--- src/hdl/skel_pkg.sv ---
`default_nettype none

package skel_pkg;

  localparam int WIN_DIM  = 5;
  localparam int WIN_BITS = WIN_DIM * WIN_DIM;
  localparam int CTR_BIT  = 2 * WIN_DIM + 2;
  localparam int COND_N   = 40;
  localparam int UNCOND_N = 26;

  // Patterns are written in reading order: the leftmost digit is cell 0.
  localparam logic [8:0] COND_PATS [COND_N] = '{
    9'b010011000, 9'b010110000, 9'b000110010, 9'b000011010,
    9'b001011001, 9'b111010000, 9'b100110100, 9'b000010111,
    9'b111011000, 9'b011011001, 9'b111110000, 9'b110110100,
    9'b100110110, 9'b000110111, 9'b000011111, 9'b001011011,
    9'b111011001, 9'b111110100, 9'b100110111, 9'b001011111,
    9'b011011011, 9'b111111000, 9'b110110110, 9'b000111111,
    9'b111011011, 9'b011011111, 9'b111111100, 9'b111111001,
    9'b111110110, 9'b110110111, 9'b100111111, 9'b001111111,
    9'b111011111, 9'b111111101, 9'b111110111, 9'b101111111,
    9'b111111011, 9'b111111110, 9'b110111111, 9'b011111111
  };

  typedef struct packed {
    logic [8:0] care;  // cells that must match val
    logic [8:0] val;
    logic [8:0] grp;   // at least one of these must be marked, if any
  } uncond_pat_t;

  localparam uncond_pat_t UNCOND_PATS [UNCOND_N] = '{
    '{9'b111111111, 9'b001010000, 9'b000000000},
    '{9'b111111111, 9'b100010000, 9'b000000000},
    '{9'b111111111, 9'b000010100, 9'b000000000},
    '{9'b111111111, 9'b000010001, 9'b000000000},
    '{9'b111111111, 9'b000010010, 9'b000000000},
    '{9'b111111111, 9'b000011000, 9'b000000000},
    '{9'b111111111, 9'b000110000, 9'b000000000},
    '{9'b111111111, 9'b010010000, 9'b000000000},
    '{9'b111111111, 9'b010011000, 9'b000000000},
    '{9'b111111111, 9'b000011010, 9'b000000000},
    '{9'b111111111, 9'b000110010, 9'b000000000},
    '{9'b111111111, 9'b010110000, 9'b000000000},
    '{9'b110110000, 9'b110110000, 9'b000000000},
    '{9'b000011011, 9'b000011011, 9'b000000000},
    '{9'b010111000, 9'b010111000, 9'b000000000},
    '{9'b000111010, 9'b000111010, 9'b000000000},
    '{9'b010110010, 9'b010110010, 9'b000000000},
    '{9'b010011010, 9'b010011010, 9'b000000000},
    '{9'b101010000, 9'b101010000, 9'b000000111},
    '{9'b001010001, 9'b001010001, 9'b100100100},
    '{9'b000010101, 9'b000010101, 9'b111000000},
    '{9'b100010100, 9'b100010100, 9'b001001001},
    '{9'b011111110, 9'b010011100, 9'b000000000},
    '{9'b110111011, 9'b010110001, 9'b000000000},
    '{9'b011111110, 9'b001110010, 9'b000000000},
    '{9'b110111011, 9'b100011010, 9'b000000000}
  };

  function automatic logic [8:0] rev9(logic [8:0] v);
    logic [8:0] r;
    for (int i = 0; i < 9; i++) r[8-i] = v[i];
    return r;
  endfunction

  // 3x3 window (bit m = row*3+col) exactly equals a conditional pattern
  function automatic logic cond_hit(logic [8:0] v);
    logic [8:0] vr;
    logic       hit;
    vr  = rev9(v);
    hit = 1'b0;
    for (int k = 0; k < COND_N; k++) begin
      if (vr == COND_PATS[k]) hit = 1'b1;
    end
    return hit;
  endfunction

  function automatic logic uncond_hit(logic [8:0] marks);
    logic [8:0] mr;
    logic       hit;
    mr  = rev9(marks);
    hit = 1'b0;
    for (int k = 0; k < UNCOND_N; k++) begin
      if (((mr & UNCOND_PATS[k].care) == UNCOND_PATS[k].val) &&
          ((UNCOND_PATS[k].grp == 9'd0) || ((mr & UNCOND_PATS[k].grp) != 9'd0)))
        hit = 1'b1;
    end
    return hit;
  endfunction

endpackage

`default_nettype wire

--- src/hdl/skel_win_if.sv ---
`default_nettype none

interface skel_win_if;
  logic                          valid;
  logic                          ready;
  logic [skel_pkg::WIN_BITS-1:0] window;

  modport source (output valid, output window, input ready);
  modport sink   (input valid, input window, output ready);
endinterface

`default_nettype wire

--- src/hdl/skel_dec_if.sv ---
`default_nettype none

interface skel_dec_if;
  logic valid;
  logic ready;
  logic pixel_next;
  logic erased;
  logic centre_marked;

  modport source (output valid, output pixel_next, output erased, output centre_marked,
                  input ready);
  modport sink   (input valid, input pixel_next, input erased, input centre_marked,
                  output ready);
endinterface

`default_nettype wire

--- src/hdl/skel_mark_array.sv ---
`default_nettype none

// Conditional marks of the nine pixels around the centre, bit m = dr*3+dc.
module skel_mark_array (
  input  logic [skel_pkg::WIN_BITS-1:0] window_i,
  output logic [8:0]                    marks_o
);

  for (genvar r = 1; r <= 3; r++) begin : g_row
    for (genvar c = 1; c <= 3; c++) begin : g_col
      logic [8:0] nbhd;
      for (genvar m = 0; m < 9; m++) begin : g_nb
        assign nbhd[m] = window_i[(r - 1 + m / 3) * skel_pkg::WIN_DIM + (c - 1 + m % 3)];
      end
      // nbhd[4] is the pixel itself: only foreground can be marked
      assign marks_o[(r - 1) * 3 + (c - 1)] = nbhd[4] & skel_pkg::cond_hit(nbhd);
    end
  end

endmodule

`default_nettype wire

--- src/hdl/skeletonize_pass_pixel_decision_core.sv ---
`default_nettype none

// Channel  Dir  Payload                              Handshake
// win_i    in   window[24:0]                         valid/ready
// dec_o    out  pixel_next, erased, centre_marked    valid/ready
//
// Three register stages: input window, 3x3 conditional marks, decision.
// One window is accepted per clock when dec_o is ready.
// Each stage advances when the stage after it is empty or moving, so a
// stall fills the bubbles first and then holds every stage in place.
// Reset clears the stage valid bits only.
module skeletonize_pass_pixel_decision_core (
  input  wire logic   clk_i,
  input  wire logic   rst_ni,
  skel_win_if.sink    win_i,
  skel_dec_if.source  dec_o
);

  logic                          v1_q, v2_q, v3_q;
  logic                          rdy1, rdy2, rdy3;
  logic [skel_pkg::WIN_BITS-1:0] win1_q;
  logic [8:0]                    marks_d, marks2_q;
  logic                          centre2_q;
  logic                          erased_d;
  logic                          pixel_next_q, erased_q, centre_marked_q;

  assign rdy3 = !v3_q || dec_o.ready;
  assign rdy2 = !v2_q || rdy3;
  assign rdy1 = !v1_q || rdy2;
  assign win_i.ready = rdy1;

  skel_mark_array u_marks (
    .window_i (win1_q),
    .marks_o  (marks_d)
  );

  assign erased_d = marks2_q[4] & ~skel_pkg::uncond_hit(marks2_q);

  always_ff @(posedge clk_i or negedge rst_ni) begin
    if (!rst_ni) begin
      v1_q <= 1'b0;
      v2_q <= 1'b0;
      v3_q <= 1'b0;
    end else begin
      if (rdy1) v1_q <= win_i.valid;
      if (rdy2) v2_q <= v1_q;
      if (rdy3) v3_q <= v2_q;
    end
  end

  always_ff @(posedge clk_i) begin
    if (rdy1 && win_i.valid) win1_q <= win_i.window;
    if (rdy2 && v1_q) begin
      marks2_q  <= marks_d;
      centre2_q <= win1_q[skel_pkg::CTR_BIT];
    end
    if (rdy3 && v2_q) begin
      pixel_next_q    <= centre2_q & ~erased_d;
      erased_q        <= erased_d;
      centre_marked_q <= marks2_q[4];
    end
  end

  assign dec_o.valid         = v3_q;
  assign dec_o.pixel_next    = pixel_next_q;
  assign dec_o.erased        = erased_q;
  assign dec_o.centre_marked = centre_marked_q;

  a_erase_needs_mark: assert property (@(posedge clk_i) disable iff (!rst_ni)
    v3_q |-> (!erased_q || centre_marked_q))
    else $error("erased without conditional mark");

  a_erase_clears_pixel: assert property (@(posedge clk_i) disable iff (!rst_ni)
    v3_q |-> !(erased_q && pixel_next_q))
    else $error("erased pixel left in foreground");

  a_bg_unmarked: assert property (@(posedge clk_i) disable iff (!rst_ni)
    (v2_q && !centre2_q) |-> !marks2_q[4])
    else $error("background centre marked");

  a_full_blocks: assert property (@(posedge clk_i) disable iff (!rst_ni)
    (v1_q && v2_q && v3_q && !dec_o.ready) |-> !win_i.ready)
    else $error("request taken with pipeline full and stalled");

  a_stage_holds: assert property (@(posedge clk_i) disable iff (!rst_ni)
    (v2_q && !rdy2) |=> (v2_q && $stable(marks2_q)))
    else $error("stalled mark stage changed");

endmodule

`default_nettype wire
--- src/flat_wrapper.sv ---
// flat-port wrapper written by rule: the top's interface ports become plain ports
module skeletonize_pass_pixel_decision_core_flat 
  (clk_i, rst_ni, win_i_valid, win_i_window, win_i_ready, dec_o_valid, dec_o_pixel_next, dec_o_erased, dec_o_centre_marked, dec_o_ready);
  skel_win_if win_i_i ();
  skel_dec_if dec_o_i ();
  input  wire logic clk_i;
  input  wire logic rst_ni;
  input wire logic [$bits(win_i_i.valid)-1:0] win_i_valid;
  input wire logic [$bits(win_i_i.window)-1:0] win_i_window;
  output wire logic [$bits(win_i_i.ready)-1:0] win_i_ready;
  output wire logic [$bits(dec_o_i.valid)-1:0] dec_o_valid;
  output wire logic [$bits(dec_o_i.pixel_next)-1:0] dec_o_pixel_next;
  output wire logic [$bits(dec_o_i.erased)-1:0] dec_o_erased;
  output wire logic [$bits(dec_o_i.centre_marked)-1:0] dec_o_centre_marked;
  input wire logic [$bits(dec_o_i.ready)-1:0] dec_o_ready;
  assign win_i_i.valid = win_i_valid;
  assign win_i_i.window = win_i_window;
  assign win_i_ready = win_i_i.ready;
  assign dec_o_valid = dec_o_i.valid;
  assign dec_o_pixel_next = dec_o_i.pixel_next;
  assign dec_o_erased = dec_o_i.erased;
  assign dec_o_centre_marked = dec_o_i.centre_marked;
  assign dec_o_i.ready = dec_o_ready;
  skeletonize_pass_pixel_decision_core u_core (.clk_i(clk_i), .rst_ni(rst_ni), .win_i(win_i_i), .dec_o(dec_o_i));
endmodule
--- config.mk ---
export PLATFORM = sky130hd
export DESIGN_NAME = skeletonize_pass_pixel_decision_core_flat
export DESIGN_NICKNAME = d
export VERILOG_FILES = /design/src/hdl/skel_pkg.sv /design/src/hdl/skel_win_if.sv /design/src/hdl/skel_dec_if.sv /design/src/hdl/skel_mark_array.sv /design/src/hdl/skeletonize_pass_pixel_decision_core.sv /design/src/flat_wrapper.sv
export SDC_FILE = /design/constraint.sdc
export NUM_CORES = 1
export LEC_CHECK = 0
export BUFFER_PORTS_ARGS = -buffer_cell sky130_fd_sc_hd__buf_2
export CORE_UTILIZATION = 30
export DETAILED_ROUTE_END_ITERATION = 16
export GPL_ROUTABILITY_DRIVEN = 0
export HOLD_SLACK_MARGIN = 0.06
export SLEW_MARGIN = 30
export SYNTH_ARGS = -nofsm -noshare
export SYNTH_HDL_FRONTEND = slang
export SYNTH_SLANG_ARGS = --single-unit
--- constraint.sdc ---
create_clock -name clk_i -period 2.6 [get_ports clk_i]
set_clock_uncertainty 0.1 [all_clocks]
set_input_delay 0.13 -clock clk_i [delete_from_list [all_inputs] [get_ports clk_i]]
set_output_delay 0.13 -clock clk_i [all_outputs]
set_load 0.01 [all_outputs]
# [After elaboration in Yosys (flattened, before gate mapping)]
# Cells that the tools add are included.
[classes] addsub=0 multipliers=0 n_div=0 n_lt_le_gt_ge=0 n_eq_ne=386 shifts=0 n_mux=386 bitwise=13 reduce_logical=17
[ops] operator="$eq 9x9->1 const B" n=217
[ops] operator="$eq 9x8->1 const B" n=57
[ops] operator="$mux 1" n=386
[ops] operator="$eq 9x7->1 const B" n=37
[ops] operator="$eq 9x5->1 const B" n=32
[ops] operator="$eq 9x6->1 const B" n=29
[ops] operator="$reduce_bool 9->1" n=4
[ops] operator="$eq 4x4->1 const B" n=6
[ops] operator="$eq 7x6->1 const B" n=2
[ops] operator="$eq 7x7->1 const B" n=2
[ops] operator="$eq 3x3->1 const B" n=4
[ops] operator="$and 1x1->1" n=11
[ops] operator="$logic_and 1x1->1" n=7
[ops] operator="$logic_not 1->1" n=3
[ops] operator="$logic_or 1x1->1" n=3
[ops] operator="$not 1->1" n=2
[totals] reg_bits=41 latchBits=0 ram_bits=0 romBits=0 input_bits=29 output_inout_bits=5 memories=0

# [Logic depth before layout (Yosys ltp)]
[depth] ltp_word=42 mapped_depth=8 ltp_nobuf=5

# [Cells and area by module]
# From an unflattened synthesis, not the netlist that was laid out.
[hier_totals] hier_cells=470 hier_area_um2=3877.5
[modules_own_cells] mod="skel_mark_array" instances=1 cells_each=373 area_each_um2=2311.0 seq_area_each_um2=0.0
[modules_own_cells] mod="skeletonize_pass_pixel_decision_core" instances=1 cells_each=97 area_each_um2=1566.5 seq_area_each_um2=1216.2

# [Worst setup path before layout]
# Ideal clock, no wire load.
[synth_timing] kind="reg-to-reg" startpoint="register u_core.v3_q, in the netlist u_core.dec_o.valid" endpoint="register u_core.win1_q[0] (netlist name) (enable)" setup_ns=0.384 arrival_time_ns=1.380 required_time_ns=2.116 path_slack_ns=0.736 path_stages_with_launch=4 path_cell_list="dfrtp_1 nor2b_1 nand3_1 and2_1"
[synth_via] elab_chain_cells=5
[synth_rtl] item="from (decl)" line="skeletonize_pass_pixel_decision_core.sv:19" source="logic v1_q, v2_q, v3_q;"
[synth_rtl] item="from (signal assigned)" line="skeletonize_pass_pixel_decision_core.sv:47" source="if (rdy3) v3_q <= v2_q;"
[synth_rtl] item="$logic_not 1->1" line="skeletonize_pass_pixel_decision_core.sv:27" source="assign rdy3 = !v3_q || dec_o.ready;"
[synth_rtl] item="$logic_or 1x1->1" line="skeletonize_pass_pixel_decision_core.sv:27"
[synth_rtl] item="$logic_or 1x1->1" line="skeletonize_pass_pixel_decision_core.sv:28" source="assign rdy2 = !v2_q || rdy3;"
[synth_rtl] item="$logic_or 1x1->1" line="skeletonize_pass_pixel_decision_core.sv:29" source="assign rdy1 = !v1_q || rdy2;"
[synth_rtl] item="net win_i_ready" line="flat_wrapper.sv:10" source="output wire logic [$bits(win_i_i.ready)-1:0] win_i_ready;"
[synth_rtl] item="$logic_and 1x1->1" line="skeletonize_pass_pixel_decision_core.sv:52" source="if (rdy1 && win_i.valid) win1_q <= win_i.window;"
[synth_rtl] item="to (signal assigned)" line="skeletonize_pass_pixel_decision_core.sv:52"
[synth_rtl] item="to (decl)" line="skeletonize_pass_pixel_decision_core.sv:21" source="logic [skel_pkg::WIN_BITS-1:0] win1_q;"
# The timed path passes the listed nets, and every way through them passes these cells.
# A chain may end at the register's enable or synchronous reset.

# [Final worst setup path]
[layout_timing] startpoint="register u_core.win1_q[7] (netlist name)" endpoint="register u_core.marks2_q[0], data pin"
[layout_via] elab_chain_cells=42 elab_cells_between_ends=81 classes_between="eq/ne (40); mux (40); bitwise (1)"
[layout_rtl] item="$eq 9x8->1" line="skel_pkg.sv:73" source="if (vr == COND_PATS[k]) hit = 1'b1;"
[layout_rtl] item="$mux 1 (39 in series)" line="skel_pkg.sv:73"
[layout_rtl] item="$mux 1 (*)" line="skel_pkg.sv:73"
[layout_rtl] item="$and 1x1->1 (*)" line="skel_mark_array.sv:16" source="assign marks_o[(r - 1) * 3 + (c - 1)] = nbhd[4] & skel_pkg::cond_hit(nbhd);"
[layout_rtl] item="net u_core.marks_d[0]" line="skeletonize_pass_pixel_decision_core.sv:22" source="logic [8:0] marks_d, marks2_q;"
[layout_rtl] item="to (signal assigned)" line="skeletonize_pass_pixel_decision_core.sv:54" source="marks2_q <= marks_d;"
[layout_rtl] item="to (decl)" line="skeletonize_pass_pixel_decision_core.sv:22"
# The timed path passes the listed nets; every way through them passes the cells marked *.

==> results.py <==
metrics = {
    "route": {
        "wl_per_cell_um": 16.0,
        "drt_iter0_drc": 369,
        "via_per_inst": 5.82,
        "wl_um": 9960,
        "drt_first_pass_iters": 4,
        "vias": 3624,
        "ant_nets": 0,
        "drc": 0,
    },
    "sta": {
        "timing.fmax_mhz": 452,
        "setup_tns_ps": 0,
        "holdWs_ps": 68.1,
        "slew_violations": 0,
        "fin_crit_ps": 2210,
        "period_share_pct": 85.2,
        "rsz0062_at_grt": "false",
        "worst_pin_slew_ps": 716,
        "slew_headroom_pct": 52.3,
        "hold_viol": 0,
        "setup_viol": 0,
        "setup_ws_ps": 385,
    },
    "synthesis": {
        "ys_seq_area_share_pct": 33.2,
        "avgSynthCellArea_um2": 8.27,
        "yosys_warnings": 0,
        "ys.flop_type": "edfxtp_1",
        "ys_ff_latch": 41,
        "synth_fp_nets": 472,
        "synthDistinctLibCells": 72,
        "async_reset_ff_share_pct": 7.32,
        "syn-instance-count": 443,
        "synth_enable_flop_cells": 38,
        "syn_area_um2": 3660,
    },
    "layout": {
        "final_core_util_pct": 37.6,
        "fin_nets": 508,
        "fillers": 1150,
        "layout.cells.non_filler": 623,
        "drive_gt1_share_pct": 14.8,
        "multiInputGateArea_um2": 2140,
        "mostFrequentLayoutCells": "nand2_1, edfxtp_1, nor2_1",
        "diodes": 0,
        "ff_latch_area_um2": 1220,
        "syn2layout_area_growth_pct": 19.6,
    },
    "clock_tree": {
        "clock_path_buffers": 2,
        "post_cts_buffers": 0,
        "cts_htree_levels": 2,
        "cts_sinks": 41,
        "clk-insertion-delay-late_ps": 290,
        "cts_tree": "built",
        "path_clk_slew_ps": 60,
        "cts.repair.resized": 0,
        "numCtsBuffers": 5,
        "root_buffer": "clkbuf_16",
    },
    "worst_setup_path": {
        "path_cells": "inv_1 -> buf_4 -> a21oi_1 -> o31ai_1 -> a2111oi_1 -> buf_4",
        "crit_required_ps": 2660,
        "cp_slowest_cell": "edfxtp_1",
        "rrSetupSlack_ps": 390,
        "cp-end-kind": "flop",
        "cp.arrival_ps": 2270,
        "cp_num_buf_inv": 3,
        "critPathMaxFanout": 21,
        "crit_top_cell": "buf_4",
        "path_class": "flop to flop",
        "path_delay_family": "flip-flops",
        "cp-start-kind": "flop",
        "slowest_delay_ps": 810,
    },
    "global_routing": {
        "grt_pass1_wl_um": 16600,
        "grt_pass1_vias": 3481,
        "grt_max_degree": 43,
        "grt.overflow.total": 0,
        "antenna_found_initial": 0,
        "grt_usage_pct": 16.1,
    },
    "placed_design": {
        "portBuffers": 33,
        "numPlacedInstances": 587,
        "hpwl_um": 6730,
        "preCtsSetupSlack_ps": 412,
    },
    "floorplan": {
        "std_cell_rows": 39,
        "die_x_um": 112,
        "start_util_pct": 31.4,
        "fp.dieH_um": 112,
        "die_area_um2": 12700,
        "boundaryPins": 34,
        "coreArea_um2": 11700,
    },
    "status": {
        "outcome": "completed",
    },
    "pwr": {
        "leakage_nw": 1.55,
        "peakVddDrop_uv": 243,
        "power_density_nw_per_um2": 489,
    },
    "job": {
        "cap_violations": 0,
    },
    "hold_path": {
        "hp-class": "primary input to async pin",
    },
}
-- area by class of cell --
type | instances | area share (%)
Inverter | 12 | 1.03
Clock buffer | 7 | 3.26
Multi-Input combinational cell | 337 | 48.9
Clock inverter | 1 | 0.685
Timing Repair Buffer | 82 | 14.3
Tap cell | 143 | 4.08
Sequential cell | 41 | 27.8
-- per-stage QoR --
step | area [um^2] | power (mW)
2_1_floorplan | 3660 | 1.23
3_3_place_gp | 3930 | 1.36
3_5_place_dp | 3930 | 1.38
4_1_cts | 4380 | 2.15
5_1_grt | 4380 | 2.25
6_report | 4380 | 2.14
-- repair_timing --
item,4_1_cts,5_1_grt
setup endpoints to repair,0,0
endpoints found under the hold margin,31,0
hold buffers,28,0
-- flip-flops by register name (all words and copies together), names as in the netlist --
name                        count
u_core.win1_q                  25
u_core.marks2_q                 9
u_core.centre2_q                1
u_core.dec_o.centre_marked      1
u_core.dec_o.erased             1
u_core.dec_o.pixel_next         1
u_core.dec_o.valid              1
u_core.v1_q                     1
u_core.v2_q                     1
-- per-layer routing --
layer  GRT usage, %  share of wire, %  vias up
met3           2.70               4.1       21
met2           27.2                49      102
met1           19.9                45     1731
met4           8.09               2.4        0
met5              0                 0        -
li1               -                 -     1770
-- synth_stat cells (3+ instances only) --
| master | instances | area (um^2) |
|---|---|---|
| nand4_1 | 14 | 87.6 |
| a21oi_1 | 22 | 110 |
| a32oi_1 | 3 | 26.3 |
| or4b_1 | 3 | 30.0 |
| buf_2 | 34 | 170 |
| nand3b_1 | 3 | 22.5 |
| nand4b_1 | 3 | 26.3 |
| xnor2_1 | 5 | 43.8 |
| o32ai_1 | 3 | 26.3 |
| nand2b_1 | 20 | 125 |
| and2_1 | 7 | 43.8 |
| o22ai_1 | 5 | 31.3 |
| or3_1 | 6 | 37.5 |
| clkbuf_1 | 14 | 52.6 |
| o31ai_1 | 8 | 60.1 |
| dfrtp_1 | 3 | 75.1 |
| a22o_1 | 4 | 35.0 |
| inv_1 | 12 | 45.0 |
| nand3_1 | 18 | 90.1 |
| xor2_1 | 6 | 52.6 |
| o2111ai_1 | 4 | 35.0 |
| nand2_1 | 38 | 143 |
| edfxtp_1 | 38 | 1140 |
| o211ai_1 | 3 | 22.5 |
| o2bb2ai_1 | 5 | 43.8 |
| o21ai_0 | 17 | 85.1 |
| nor3_1 | 11 | 55.1 |
| a31o_2 | 3 | 26.3 |
| nor2b_1 | 10 | 62.6 |
| nor2_1 | 34 | 128 |
| a31oi_1 | 12 | 75.1 |
| a211oi_1 | 8 | 60.1 |
| mux2i_1 | 5 | 50.1 |
| a211o_1 | 3 | 26.3 |
| o41ai_1 | 7 | 61.3 |
-- logic make-up after synthesis --
| logic type | Yosys count | synth area share [%] |
|---|---|---|
| buffers and inverters | 65 | 8.34 |
| AOI/OAI and AO/OA | 137 | 27.2 |
| DFF | 41 | 33.2 |
| and+or+nand+nor | 183 | 27.0 |
| xor gates and xnor gates | 11 | 2.63 |
| muxes | 6 | 1.67 |
-- report_power, final --
group	total, mW	leakage, nW	switching (mW)	internal, mW
Clock	0.738	0.0841	0.258	0.480
Sequential	0.912	0.402	0.118	0.794
Combinational	0.492	1.06	0.261	0.231
-- worst paths after layout --
check	cells past startpoint	to	from
worst max-delay path	6	u_core.marks2_q[0]$_DFFE_PP_	u_core.win1_q[7]$_DFFE_PP_
max in group asynchronous	2	u_core.v1_q$_DFFE_PN0N_	rst_ni
worst min register to register	1	u_core.v2_q$_DFFE_PN0P_	u_core.v1_q$_DFFE_PN0N_
worst min-delay path	2	u_core.dec_o.valid$_DFFE_PN0P_	rst_ni
min in group clk_i	1	u_core.v2_q$_DFFE_PN0P_	u_core.v1_q$_DFFE_PN0N_
worst max register to register	6	u_core.marks2_q[0]$_DFFE_PP_	u_core.win1_q[7]$_DFFE_PP_
Note: power is estimated with default switching activity, not from simulation.
